$ cat src/rtl/rmst_pkg.sv
`timescale 1ns / 1ps
// ----------------------------------------------------------------------------
// rmst_pkg
// Shared types and constants of the range-minimum segment tree block.
// ----------------------------------------------------------------------------
package rmst_pkg;

  localparam int unsigned IDX_W    = 10;
  localparam int unsigned VAL_W    = 32;
  localparam int unsigned APB_DW   = 32;
  localparam int unsigned APB_AW   = 2;

  localparam logic signed [VAL_W-1:0] INT_MAX        = 32'sh7fff_ffff;
  localparam logic [IDX_W-1:0]        LAST_INDEX_RST = 10'd1023;
  localparam logic [APB_AW-1:0]       ADDR_LAST_INDEX = 2'd0;

  localparam logic MODE_WRITE = 1'b0;
  localparam logic MODE_QUERY = 1'b1;

  typedef enum logic [2:0] {
    ST_CLEAR,
    ST_IDLE,
    ST_W_LEAF,
    ST_W_UP,
    ST_Q_TEST,
    ST_Q_A,
    ST_Q_B,
    ST_Q_OUT
  } rmst_state_e;

  // Commands from the controller to the datapath.
  typedef struct packed {
    logic load;      // take a new request from the input ports
    logic clr_step;  // clear one node of the tree
    logic wr_leaf;   // write the leaf, read its sibling
    logic wr_up;     // write the parent minimum, read the next sibling
    logic q_a;       // left edge of the current query level
    logic q_b;       // right edge of the current query level, then go up
    logic out_load;  // move the accumulated minimum to the output register
  } dp_cmd_t;

  // Status from the datapath to the controller.
  typedef struct packed {
    logic mode_query;
    logic write_ok;
    logic query_empty;
    logic clr_last;
    logic parent_root;
    logic a_lt_b;
    logic out_busy;
  } dp_status_t;

endpackage

$ cat src/rtl/rmst_regs.sv
`timescale 1ns / 1ps
// ----------------------------------------------------------------------------
// rmst_regs
// APB register file holding the highest element index in use.
// ----------------------------------------------------------------------------
module rmst_regs (
  input  logic                        clk_i,
  input  logic                        rst_ni,
  input  logic                        psel,
  input  logic                        penable,
  input  logic                        pwrite,
  input  logic [rmst_pkg::APB_AW-1:0] paddr,
  input  logic [rmst_pkg::APB_DW-1:0] pwdata,
  output logic [rmst_pkg::APB_DW-1:0] prdata,
  output logic                        pready,
  output logic [rmst_pkg::IDX_W-1:0]  last_index_o
);
  import rmst_pkg::*;

  logic [IDX_W-1:0] last_index_q, last_index_d;
  logic             wr_en;

  assign pready = 1'b1;
  assign wr_en  = psel && penable && pwrite && pready && (paddr == ADDR_LAST_INDEX);

  always_comb begin
    last_index_d = last_index_q;
    if (wr_en) begin
      last_index_d = pwdata[IDX_W-1:0];
    end
  end

  always_ff @(posedge clk_i or negedge rst_ni) begin
    if (!rst_ni) begin
      last_index_q <= LAST_INDEX_RST;
    end else begin
      last_index_q <= last_index_d;
    end
  end

  always_comb begin
    prdata = '0;
    if (paddr == ADDR_LAST_INDEX) begin
      prdata = {{(APB_DW-IDX_W){1'b0}}, last_index_q};
    end
  end

  assign last_index_o = last_index_q;

endmodule

$ cat config.mk
export PLATFORM = sky130hd
export DESIGN_NAME = rmst_regs
export DESIGN_NICKNAME = d
export VERILOG_FILES = /design/src/rtl/rmst_pkg.sv /design/src/rtl/rmst_regs.sv
export SDC_FILE = /design/constraint.sdc
export NUM_CORES = 1
export LEC_CHECK = 0
export BUFFER_PORTS_ARGS = -buffer_cell sky130_fd_sc_hd__buf_2
export CORE_MARGIN = 2
export CORE_UTILIZATION = 34
export CTS_CLUSTER_DIAMETER = 80
export DETAILED_ROUTE_END_ITERATION = 8
export MAX_ROUTING_LAYER = met4
export PLACE_DENSITY = 0.85
export SETUP_SLACK_MARGIN = 0.5
export SLEW_MARGIN = 25
export SYNTH_ARGS = -nofsm -noshare
export SYNTH_HDL_FRONTEND = slang
export SYNTH_SLANG_ARGS = --single-unit
$ cat constraint.sdc
create_clock -name clk_i -period 2.3 [get_ports clk_i]
set_input_delay 0.46 -clock clk_i [delete_from_list [all_inputs] [get_ports clk_i]]
set_output_delay 0.46 -clock clk_i [all_outputs]
set_load 0.005 [all_outputs]
==> impl_metrics.csv <==
group,metric,value,unit
worst_setup_path,critPathCaptureType,"primary output",
logic_synthesis,avgSynthCellArea,11.2,sq um
floorplan,pin_count,82,
sta,finalSetupViolCount,0,
detailed_routing,initialDrtViolationCount,0,
sta,clock_skew,0,ns
detailed_routing,wl_per_cell,9.62,microns
global_routing,grt_first_pass_wirelength,1840,microns
sta,clock.fmax,591,MHz
detailed_routing,drc,0,
clocking,cts.sinks,10,
power_and_ir_drop,ir_worst_vdd,356,uV
sta,worst_slack,0.609,ns
global_routing,grt_max_degree,12,
sta,period_minus_slack,1.69,ns
clocking,ctsHoldBuffers,0,
detailed_routing,antenna_left,0,
worst_setup_path,rrSetupSlack,1.56,ns
logic_synthesis,synth_area,649,sq um
layout,final_cell_mix,"buf_2 (36), conb_1 (23), and2_1 (10), mux2_2 (10), dfstp_2 (10)",
power_and_ir_drop,power.density,670,nW/um^2
sta,maxSlewViolCount,0,
layout,stdcell_count,119,
global_routing,grt_pass1_vias,436,
sta,fin_setup_tns,0,ns
placed_design,place_inst,116,
clocking,post-cts-setup-buffers,0,
layout,final_common_cell,"buf_2",
worst_setup_path,path_max_fanout,11,
clocking,cts_htree_levels,1,
layout,nFillCells,180,
logic_synthesis,netlist_instances,58,
clocking,postCtsResizedCells,0,
detailed_routing,num_vias,449,
floorplan,initial_core_util,36.8,%
detailed_routing,vias_per_cell,3.77,
hold_path,hp-class,"in2async",
layout,largest_register_ffs,10,
clocking,numCtsBuffers,3,
logic_synthesis,synth-seq-cells,10,
placed_design,dpl_worst_slack,0.592,ns
floorplan,rows,15,
layout,diodes,0,
clocking,clk_pin_slew_worst_paths,0.06,ns
worst_setup_path,critPathArrivalTime,1.23,ns
sta,finalHoldViolCount,0,
status,status,"finished, final reports clean",
clocking,cts_root_buf,"clkbuf_4",
floorplan,core,1760,sq um
floorplan,dieWidth,47.7,microns
logic_synthesis,ys_warn_count,0,
placed_design,place_hpwl,953,microns
global_routing,grt_overflow,0,
layout,drive_gt1_share,64.9,%
clocking,clockBufferDepth,2,
global_routing,grt.total_usage,11.9,%
detailed_routing,wirelength,1150,microns
floorplan,die_area,2280,sq um
worst_setup_path,crit_path_start_kind,"input port",
detailed_routing,first_pass_iters,1,
power_and_ir_drop,p_leak,0.433,nW
worst_setup_path,worstPathRequired,1.84,ns
worst_setup_path,path_class,"in2out",
clocking,cts_tree,"yes",
power_and_ir_drop,p_total,0.527,mW
layout,nets,135,
sta,rsz0062_at_grt,"no",
sta,finalCritPeriodShare,73.5,%
placed_design,finalWeightedCongestion,0.683,
clocking,clock_latency,0.25,ns
logic_synthesis,yosys.cell_types.count,8,
logic_synthesis,synth-seq-area-share,40.5,%
placed_design,place.port_buffers,36,
global_routing,antenna_found_initial,0,
layout,area_growth,21.0,%
floorplan,die-height,47.7,microns
run,drv_cap,0,
layout,utilization,44.5,%
[metrics by stage]
stage          hold slack [ns]  area [sq um]
2_1_floorplan            0.312           728
3_3_place_gp             0.554           763
3_5_place_dp             0.570           763
4_1_cts                  0.292           786
5_1_grt                  0.305           786
6_report                 0.280           786
[power breakdown]
group / switching, mW / internal, mW
logic: 0.0607 / 0.0823
registers: 0.0260 / 0.247
clock network: 0.0508 / 0.0600
total: 0.137 / 0.389
[final timing paths]
kind / from / endpoint / depth (start not counted)
min in group clk_i: pwdata[0] / last_index_o[0] / 2
max in group asynchronous: rst_ni / last_index_o[4] / 1
min: rst_ni / last_index_o[2] / 1
min reg2reg: last_index_o[0] / last_index_o[0] / 1
max reg2reg: last_index_o[9] / last_index_o[9] / 1
max: paddr[1] / prdata[9] / 4
[routing by layer]
layer  wire length, microns  GRT usage [%]  vias to the layer above
li1                       -              -                      211
met5                      0              -                        -
met1                    374           12.0                      198
met2                    632           22.9                       40
met3                    138           1.13                        0
met4                      0           4.86                        0
[synth_stat cells]
master	instances	area share [%]
buf_4	23	27
clkbuf_1	1	0.58
and2_1	10	9.6
dfstp_2	10	40
conb_1	2	1.2
nand4_4	1	3.3
nor2_2	1	0.96
mux2_2	10	17
[cells by family after synthesis]
| group | share of synthesized area (%) |
|---|---|
| muxes | 17.3 |
| and+or+nand+nor | 13.9 |
| DFF | 40.5 |
| buffers and inverters | 27.2 |
| other | 1.16 |
[critical path, stage by stage]
cell    delay (ns)
buf_2         0.10
nor2_2        0.36
and2_1        0.20
buf_2         0.11
[area by class of cell]
type	instances	area [sq um]	area share (%)
multi-input cells	45	289	36.8
flip-flops and latches	10	263	33.4
repair buffers	36	180	22.9
well taps	25	31.3	3.98
clock buffers	3	22.5	2.87
(Power assumes the default switching activity.)
