## config.mk

```make
export PLATFORM = sky130hd
export DESIGN_NAME = rmst_ctrl
export DESIGN_NICKNAME = d
export VERILOG_FILES = /design/src/rtl/rmst_pkg.sv /design/src/rtl/rmst_ctrl.sv
export SDC_FILE = /design/constraint.sdc
export NUM_CORES = 1
export LEC_CHECK = 0
export BUFFER_PORTS_ARGS = -buffer_cell sky130_fd_sc_hd__buf_2
export CAP_MARGIN = 5
export CORE_AREA = 2 2 39 41
export DETAILED_ROUTE_END_ITERATION = 10
export DIE_AREA = 0 0 41 43
export GPL_TIMING_DRIVEN = 0
export PLACE_DENSITY_LB_ADDON = 0.12
export SETUP_SLACK_MARGIN = 0.3
export SLEW_MARGIN = 10
export SYNTH_ARGS = -nofsm -noshare
export SYNTH_HDL_FRONTEND = slang
export SYNTH_SLANG_ARGS = --single-unit
```

## constraint.sdc

```tcl
create_clock -name clk_i -period 3 [get_ports clk_i]
set_input_delay 0.75 -clock clk_i [delete_from_list [all_inputs] [get_ports clk_i]]
set_output_delay 0.75 -clock clk_i [all_outputs]
set_load 0.02 [all_outputs]
```

## src/rtl/rmst_pkg.sv

```systemverilog
`timescale 1ns / 1ps
// ----------------------------------------------------------------------------
// rmst_pkg
// Shared types and constants of the range-minimum segment tree block.
// ----------------------------------------------------------------------------
package rmst_pkg;

  localparam int unsigned IDX_W    = 10;
  localparam int unsigned VAL_W    = 32;
  localparam int unsigned APB_DW   = 32;
  localparam int unsigned APB_AW   = 2;

  localparam logic signed [VAL_W-1:0] INT_MAX        = 32'sh7fff_ffff;
  localparam logic [IDX_W-1:0]        LAST_INDEX_RST = 10'd1023;
  localparam logic [APB_AW-1:0]       ADDR_LAST_INDEX = 2'd0;

  localparam logic MODE_WRITE = 1'b0;
  localparam logic MODE_QUERY = 1'b1;

  typedef enum logic [2:0] {
    ST_CLEAR,
    ST_IDLE,
    ST_W_LEAF,
    ST_W_UP,
    ST_Q_TEST,
    ST_Q_A,
    ST_Q_B,
    ST_Q_OUT
  } rmst_state_e;

  // Commands from the controller to the datapath.
  typedef struct packed {
    logic load;      // take a new request from the input ports
    logic clr_step;  // clear one node of the tree
    logic wr_leaf;   // write the leaf, read its sibling
    logic wr_up;     // write the parent minimum, read the next sibling
    logic q_a;       // left edge of the current query level
    logic q_b;       // right edge of the current query level, then go up
    logic out_load;  // move the accumulated minimum to the output register
  } dp_cmd_t;

  // Status from the datapath to the controller.
  typedef struct packed {
    logic mode_query;
    logic write_ok;
    logic query_empty;
    logic clr_last;
    logic parent_root;
    logic a_lt_b;
    logic out_busy;
  } dp_status_t;

endpackage

```

## src/rtl/rmst_ctrl.sv

```systemverilog
`timescale 1ns / 1ps
// ----------------------------------------------------------------------------
// rmst_ctrl
// Sequencer for the clearing pass, leaf writes and range queries.
// ----------------------------------------------------------------------------
module rmst_ctrl (
  input  logic                 clk_i,
  input  logic                 rst_ni,
  input  logic                 in_valid_i,
  output logic                 in_stall_o,
  input  rmst_pkg::dp_status_t status_i,
  output rmst_pkg::dp_cmd_t    cmd_o
);
  import rmst_pkg::*;

  rmst_state_e state_q, state_d;

  always_ff @(posedge clk_i or negedge rst_ni) begin
    if (!rst_ni) begin
      state_q <= ST_CLEAR;
    end else begin
      state_q <= state_d;
    end
  end

  always_comb begin
    state_d    = state_q;
    cmd_o      = '0;
    in_stall_o = 1'b1;
    case (state_q)
      ST_CLEAR: begin
        cmd_o.clr_step = 1'b1;
        if (status_i.clr_last) begin
          state_d = ST_IDLE;
        end
      end
      ST_IDLE: begin
        in_stall_o = 1'b0;
        if (in_valid_i) begin
          cmd_o.load = 1'b1;
          if (status_i.mode_query) begin
            state_d = status_i.query_empty ? ST_Q_OUT : ST_Q_TEST;
          end else if (status_i.write_ok) begin
            state_d = ST_W_LEAF;
          end
        end
      end
      ST_W_LEAF: begin
        cmd_o.wr_leaf = 1'b1;
        state_d       = ST_W_UP;
      end
      ST_W_UP: begin
        cmd_o.wr_up = 1'b1;
        if (status_i.parent_root) begin
          state_d = ST_IDLE;
        end
      end
      ST_Q_TEST: begin
        state_d = status_i.a_lt_b ? ST_Q_A : ST_Q_OUT;
      end
      ST_Q_A: begin
        cmd_o.q_a = 1'b1;
        state_d   = ST_Q_B;
      end
      ST_Q_B: begin
        cmd_o.q_b = 1'b1;
        state_d   = ST_Q_TEST;
      end
      ST_Q_OUT: begin
        if (!status_i.out_busy) begin
          cmd_o.out_load = 1'b1;
          state_d        = ST_IDLE;
        end
      end
      default: begin
        state_d = ST_CLEAR;
      end
    endcase
  end

endmodule

```

==> results of run 1 <==
layout by cell type (no fill, tap or decap):
cell	n
buf_4	1
nand2_1	2
and2_1	2
nor2_1	3
a31oi_1	1
a211oi_2	1
a22o_1	1
nand2b_1	1
dfrtp_1	3
or3b_1	1
nor3b_2	3
o22ai_1	1
nor2b_1	2
or3_1	1
inv_1	4
clkbuf_4	3
nor3_1	1
o21ai_1	2
buf_2	18
o21ai_0	3
a221oi_1	1
clkbuf_1	1
nand3_1	1
power by group:
part | internal [mW] | leakage, nW | switching (mW)
combinational | 0.102 | 0.156 | 0.145
sequential | 0.0613 | 0.0339 | 0.0267
clock | 0.0497 | 0.0150 | 0.0186
synthesized netlist by cell type, drive strengths merged:
library cell	instances	area share, %
and2	2	4.4
nor2	3	4.0
a31oi	1	2.2
a22o	1	3.1
o21ai	5	8.8
nor3b	3	13
or3	1	2.2
nor3	1	1.8
nor2b	2	4.4
o22ai	1	2.2
nand2b	1	2.2
nand2	2	2.7
inv	4	5.3
or3b	1	3.1
nand3	1	1.8
buf	2	4.4
a221oi	1	3.1
dfrtp	3	27
a211oi	1	4.4
per-layer routing:
layer	GRT usage (%)	vias up	part of all wire, %
met3	1.571	0	6.5
met2	14.06	12	43
met1	12.99	121	50
met5	0	-	0
li1	-	167	-
met4	4.000	0	0
final timing paths:
| check | endpoint | slack (ns) | from |
|---|---|---|---|
| min reg2reg | state_q[2] | 0.66 | state_q[1] |
| max reg2reg | state_q[1] | 1.70 | state_q[2] |
| min | state_q[1] | 0.31 | rst_ni |
| max | cmd_o[6] | 0.91 | state_q[1] |
| max in group asynchronous | state_q[0] | 2.58 | rst_ni |
| min in group clk_i | state_q[2] | 0.66 | state_q[1] |
metrics by stage:
stage          power, mW  setup slack, ns
6_report          0.4039           0.9144
5_1_grt           0.4417           0.8376
4_1_cts           0.4094           0.8949
3_5_place_dp      0.3392            1.002
3_3_place_gp      0.3384            1.007
2_1_floorplan     0.2670            1.082
final cells by class:
class	count	share of cell area, %
Multi-Input combinational cell	27	43.50
Timing Repair Buffer	17	20.54
Sequential cell	3	18.13
Clock buffer	4	6.344
Tap cell	16	4.834
Inverter	4	3.625
Buffer	2	3.021
cells by family after synthesis:
group | count (synthesis)
buffers and inverters | 6
DFF | 3
and+or+nand+nor | 17
AOI/OAI and AO/OA | 10
==> impl_metrics.py, run 1 <==
metrics = {
    "route": {
        "ant_nets": 0,
        "wl_per_cell_um": 10.05,
        "drtIter0Drc": 2,
        "vias": 300,
        "totalWireLength_um": 734,
        "vias_per_cell": 4.110,
        "drcViolationCount": 0,
        "detail_route.first_pass.iterations": 4,
    },
    "global_routing": {
        "grt_max_degree": 11,
        "grt_pass1_vias": 290,
        "grt-ovfl-total": 0,
        "grt_pass1_wl_um": 1166,
        "grt_usage_pct": 9.466,
        "antenna_found_initial": 0,
    },
    "place": {
        "place_congestion": 0.6588,
        "dpl.hpwl_um": 588.6,
        "dpl-instance-area_sq_um": 387.9,
        "dp.cells": 69,
        "portBuffers": 17,
    },
    "synthesis": {
        "synth_compound_area_share_pct": 23.89,
        "synth_cells": 36,
        "synth-xor-area-share_pct": 0,
        "yosys-mux-area-fraction_pct": 0,
        "yosys.cell_types.count": 21,
        "synth_top_family_by_area": "simple AND/OR/NAND/NOR gates",
        "ys_seq_area_share_pct": 26.55,
        "yosysWarnings": 0,
        "yosys_register_bits": 3,
        "syn_avg_cell_area_sq_um": 7.855,
        "synth_simple_gate_area_share_pct": 39.82,
        "syn_area_sq_um": 282.8,
        "synth_fa_ha_area_share_pct": 0,
        "syn_nets": 46,
    },
    "critical_path": {
        "required_ns": 2.25,
        "crit_arrival_ns": 1.34,
        "crit_chain": "buf_2 > nor3b_2 > and2_1 > buf_2",
        "reg2regPathDepth": 3,
        "cp_max_fo": 10,
        "cp_common_cell": "buf_2",
        "max_stage_delay_ns": 0.34,
        "critPathTopFamily": "simple AND/OR/NAND/NOR gates",
        "cp-end-kind": "output port",
        "cp_slowest_cell": "dfrtp_1",
        "startpoint_type": "flip-flop",
        "worst-path-stages": 4,
        "crit_type": "flip-flop to output port",
        "crit_buf_inv": 2,
    },
    "sta": {
        "hold_slack_ns": 0.3091,
        "rsz0062_at_grt": "no",
        "finalSetupViolations": 0,
        "timing.final.crit_share_pct": 69.52,
        "worstMarginPinSlew_ns": 0.2809,
        "max_freq_mhz": 479.5,
        "relSlewSlack_pct": 81.27,
        "fin_tns_setup_ns": 0,
        "final.min_clock_period_ns": 2.086,
        "report.final.slew_viol_count": 0,
        "hold_violations": 0,
        "fin_skew_ns": 0.002573,
    },
    "layout": {
        "area_growth_pct": 46.46,
        "fillers": 164,
        "instances_no_fill": 73,
        "diodes": 0,
        "top_register": "state_q",
        "finalInstanceArea_sq_um": 414.1,
        "fin_nets": 68,
        "fin_util_pct": 29.93,
        "drive_gt1_share_pct": 45.61,
        "multiInputGateArea_sq_um": 180.2,
        "regArea_sq_um": 75.07,
        "largestRegisters": "state_q (3)",
        "largest_register_ffs": 3,
    },
    "clocking": {
        "clockBufferDepth": 2,
        "cts.sinks": 3,
        "cts_root_buffer": "clkbuf_4",
        "cts_resized": 0,
        "cts_tree": "done",
        "hold_buffers": 0,
        "path_clk_slew_ns": 0.04,
        "numCtsBuffers": 3,
        "clk_latency_ns": 0.23,
        "cts_setup_buffers": 0,
        "htree_levels": 1,
    },
    "floorplan": {
        "io_pins": 18,
        "start_util_pct": 20.43,
        "die_area_sq_mm": 0.001763,
        "chipWidth_um": 41,
        "placeableCoreArea_sq_mm": 0.001384,
        "row_count": 14,
        "die_h_um": 43,
    },
    "power": {
        "power.leakage_nw": 0.2045,
        "power.density_mw_per_mm2": 975.2,
        "ir_worst_vdd_v": 0.0002846,
    },
    "run_status": {
        "status": "completed",
    },
    "min_path": {
        "hold_class": "primary input to async pin",
    },
    "flow_run": {
        "maxCapViolCount": 0,
    },
}
(Power assumes the default switching activity.)
==> inputs of run 2 (changes only) <==
--- a/config.mk
+++ b/config.mk
@@ -5,6 +5,7 @@
 export SDC_FILE = /design/constraint.sdc
 export NUM_CORES = 1
 export LEC_CHECK = 0
+export ABC_AREA = 1
 export BUFFER_PORTS_ARGS = -buffer_cell sky130_fd_sc_hd__buf_2
 export CAP_MARGIN = 5
 export CORE_AREA = 2 2 39 41
==> constraint.sdc (replaced) <==
create_clock -name clk_i -period 1.75 [get_ports clk_i]
set_input_delay 0.4375 -clock clk_i [delete_from_list [all_inputs] [get_ports clk_i]]
set_output_delay 0.4375 -clock clk_i [all_outputs]
set_load 0.02 [all_outputs]
==> run 2 against run 1 <==
Net effect:
- combinational power increased to 3.7 times the previous value
- synthesized cell count rose by 61%
- worst setup slack lost 0.72 ns
- die area did not move
- largest cell class is now non-clock buffers
==> impl_metrics.py, run 2 <==
metrics = {
    "clocking": {
        "clockBufferDepth": 2,
        "cts_root_buffer": "clkbuf_4",
        "htree_levels": 1,
        "clk_latency_ns": 0.24,
        "path_clk_slew_ns": 0.04,
        "cts_tree": "done",
        "numCtsBuffers": 3,
        "cts.sinks": 3,
    },
    "critical_path": {
        "worstReg2RegEnd": "state_q[2]",
        "crit_arrival_ns": 1.12,
        "startpoint_type": "flip-flop",
        "crit-reg2reg-launch": "state_q[1]",
        "reg2regPathDepth": 9,
        "cp_common_cell": "nor2_4",
        "regToRegSetupSlack_ns": 0.29,
        "crit_type": "flip-flop to output port",
        "cp_slowest_cell": "dfrtp_2",
        "max_stage_delay_ns": 0.47,
        "crit_chain": "nor2_4 > nand2_4 > nor2_4 > buf_6",
        "cp_max_fo": 6,
        "cp-end-kind": "output port",
        "required_ns": 1.31,
    },
    "power": {
        "power.density_mw_per_mm2": 1799,
        "ir_worst_vdd_v": 0.0005276,
        "p_total_mw": 1.238,
        "power.leakage_nw": 0.3962,
    },
    "route": {
        "vias_per_cell": 4.398,
        "wl_per_cell_um": 10.53,
        "totalWireLength_um": 1190,
        "drtIter0Drc": 2,
        "drcViolationCount": 0,
        "ant_nets": 0,
        "vias": 497,
        "detail_route.first_pass.iterations": 3,
    },
    "layout": {
        "area_growth_pct": 107.5,
        "diodes": 0,
        "final_cell_mix": "19 x buf_4, 13 x nand2_1, 10 x buf_2",
        "multiInputGateArea_sq_um": 247.7,
        "drive_gt1_share_pct": 56.70,
        "fin_nets": 108,
        "regArea_sq_um": 77.57,
        "fillers": 154,
        "largestRegisters": "state_q (3)",
        "mostFrequentLayoutCell": "buf_4",
        "largest_register_ffs": 3,
        "top_register": "state_q",
    },
    "run_status": {
        "status": "completed",
    },
    "sta": {
        "rsz0062_at_grt": "yes",
        "relSlewSlack_pct": 86.91,
        "report.final.slew_viol_count": 0,
        "fin_skew_ns": 0.01003,
        "fin_tns_setup_ns": 0,
        "max_freq_mhz": 641.7,
        "timing.final.crit_share_pct": 89.05,
        "final.min_clock_period_ns": 1.558,
        "hold_violations": 0,
        "worstMarginPinSlew_ns": 0.1952,
        "finalSetupViolations": 0,
    },
    "min_path": {
        "hold-path-cell-count": 3,
        "min_to": "state_q[2]",
        "hold_class": "primary input to flip-flop",
        "min-delay-start": "status_i[0]",
    },
    "synthesis": {
        "synthTopCellsByArea": "dfrtp_1 23%, nand2_1 17%, nand3_1 12%",
        "synth_cells": 58,
        "synth_flop_cell": "dfrtp_1",
        "syn_area_sq_um": 331.6,
        "syn_avg_cell_area_sq_um": 5.717,
        "syn_nets": 68,
        "synth_top_cells_by_count": "15 x nand2_1, 10 x inv_1, 8 x nand3_1",
        "synth_top_area_cell": "dfrtp_1",
        "yosys.cell_types.count": 16,
        "async_reset_ff_share_pct": 100.0,
        "yosysTopAreaCellShare_pct": 22.64,
        "yosysWarnings": 0,
        "synth_edf_count": 0,
        "yosysMostFrequentCell": "nand2_1",
        "yosys_register_bits": 3,
        "ys_seq_area_share_pct": 22.64,
    },
    "place": {
        "portBuffers": 17,
        "place_congestion": 0.7485,
        "dpl.hpwl_um": 706,
    },
    "global_routing": {
        "grt_max_degree": 8,
        "grt-ovfl-total": 0,
        "grt_usage_pct": 16.62,
        "grt_pass1_vias": 483,
        "antenna_found_initial": 0,
        "grt_pass1_wl_um": 1911,
    },
    "floorplan": {
        "io_pins": 18,
        "die_h_um": 43,
        "start_util_pct": 23.96,
        "placeableCoreArea_sq_mm": 0.001384,
        "chipWidth_um": 41,
        "row_count": 14,
        "die_area_sq_mm": 0.001763,
    },
    "flow_run": {
        "maxCapViolCount": 0,
    },
}
## run 2: cell types whose count changed after synthesis, moves of 3 or more
cell,previous run,this run
nor3b_2,3,0
nor2_1,3,6
nor2_2,0,3
nand3_1,1,8
nand2_1,2,15
inv_1,4,10
## run 2: report_power, final
| part | internal, mW | switching [mW] | total [mW] |
|---|---|---|---|
| logic | 0.473 | 0.456 | 0.929 |
| registers | 0.107 | 0.0742 | 0.182 |
| clock network | 0.0858 | 0.0411 | 0.127 |
| total | 0.667 | 0.571 | 1.24 |
## run 2: timing repair
| item | in CTS | in global routing |
|---|---|---|
| endpoints found under the setup margin | 8 | 11 |
| pin swaps | 3 | 3 |
| hold endpoints to repair | 3 | 0 |
| gates resized for setup | 24 | 4 |
| setup buffers | 13 | 4 |
| hold buffers | 1 | 0 |
## run 2: through the flow
| step | cells | instance area (sq um) | util (%) | hold WS [ns] | setup WS (ns) |
|---|---|---|---|---|---|
| finish | 113 | 688.2 | 49.73 | 0.4880 | 0.1916 |
| global route | 113 | 688.2 | 49.73 | 0.5067 | 0.1494 |
| CTS | 109 | 643.1 | 46.47 | 0.4801 | 0.1791 |
| detailed placement | 91 | 449.2 | 32.46 | 0.2338 | 0.2658 |
| global placement | 91 | 449.2 | 32.46 | 0.2342 | 0.2664 |
| floorplan | 58 | 344.1 | - | 0.1419 | 0.3086 |
## run 2: cell families after synthesis
group                  count (synthesis)  share of synthesized area, %
buffers and inverters                 12                         13.96
and+or+nand+nor                       38                         54.72
AOI/OAI and AO/OA                      5                         8.680
DFF                                    3                         22.64
## run 2: layer usage
layer / track usage, % / vias to the layer above / wire [um]
li1: - / 265 / -
met1: 20.13 / 219 / 496
met2: 26.56 / 11 / 639
met3: 1.571 / 2 / 38
met4: 10.00 / 0 / 15
met5: 0 / - / 0
## run 2: layout make-up
type,count,area share [%]
timing repair buffer,35,37.64
multi-input combinational,43,36.00
sequential,3,11.27
inverter,11,6.727
clock buffer,4,3.818
tap,16,2.909
buffer,1,1.636
## run 2: worst max-delay path by stage
stage / from / end / slack, ns
finish: state_q[1] / cmd_o[6] / 0.19
global route: state_q[2] / cmd_o[5] / 0.15
CTS: state_q[2] / cmd_o[0] / 0.18
detailed placement: state_q[1] / cmd_o[6] / 0.27
global placement: state_q[1] / cmd_o[6] / 0.27
floorplan: state_q[2] / cmd_o[5] / 0.31
## run 2: critical path, delay by kind of cell (launching register included)
kind                   cells  cell delay [ns]
and+or+nand+nor            3             0.30
buffers and inverters      1             0.11
DFF                        1             0.47
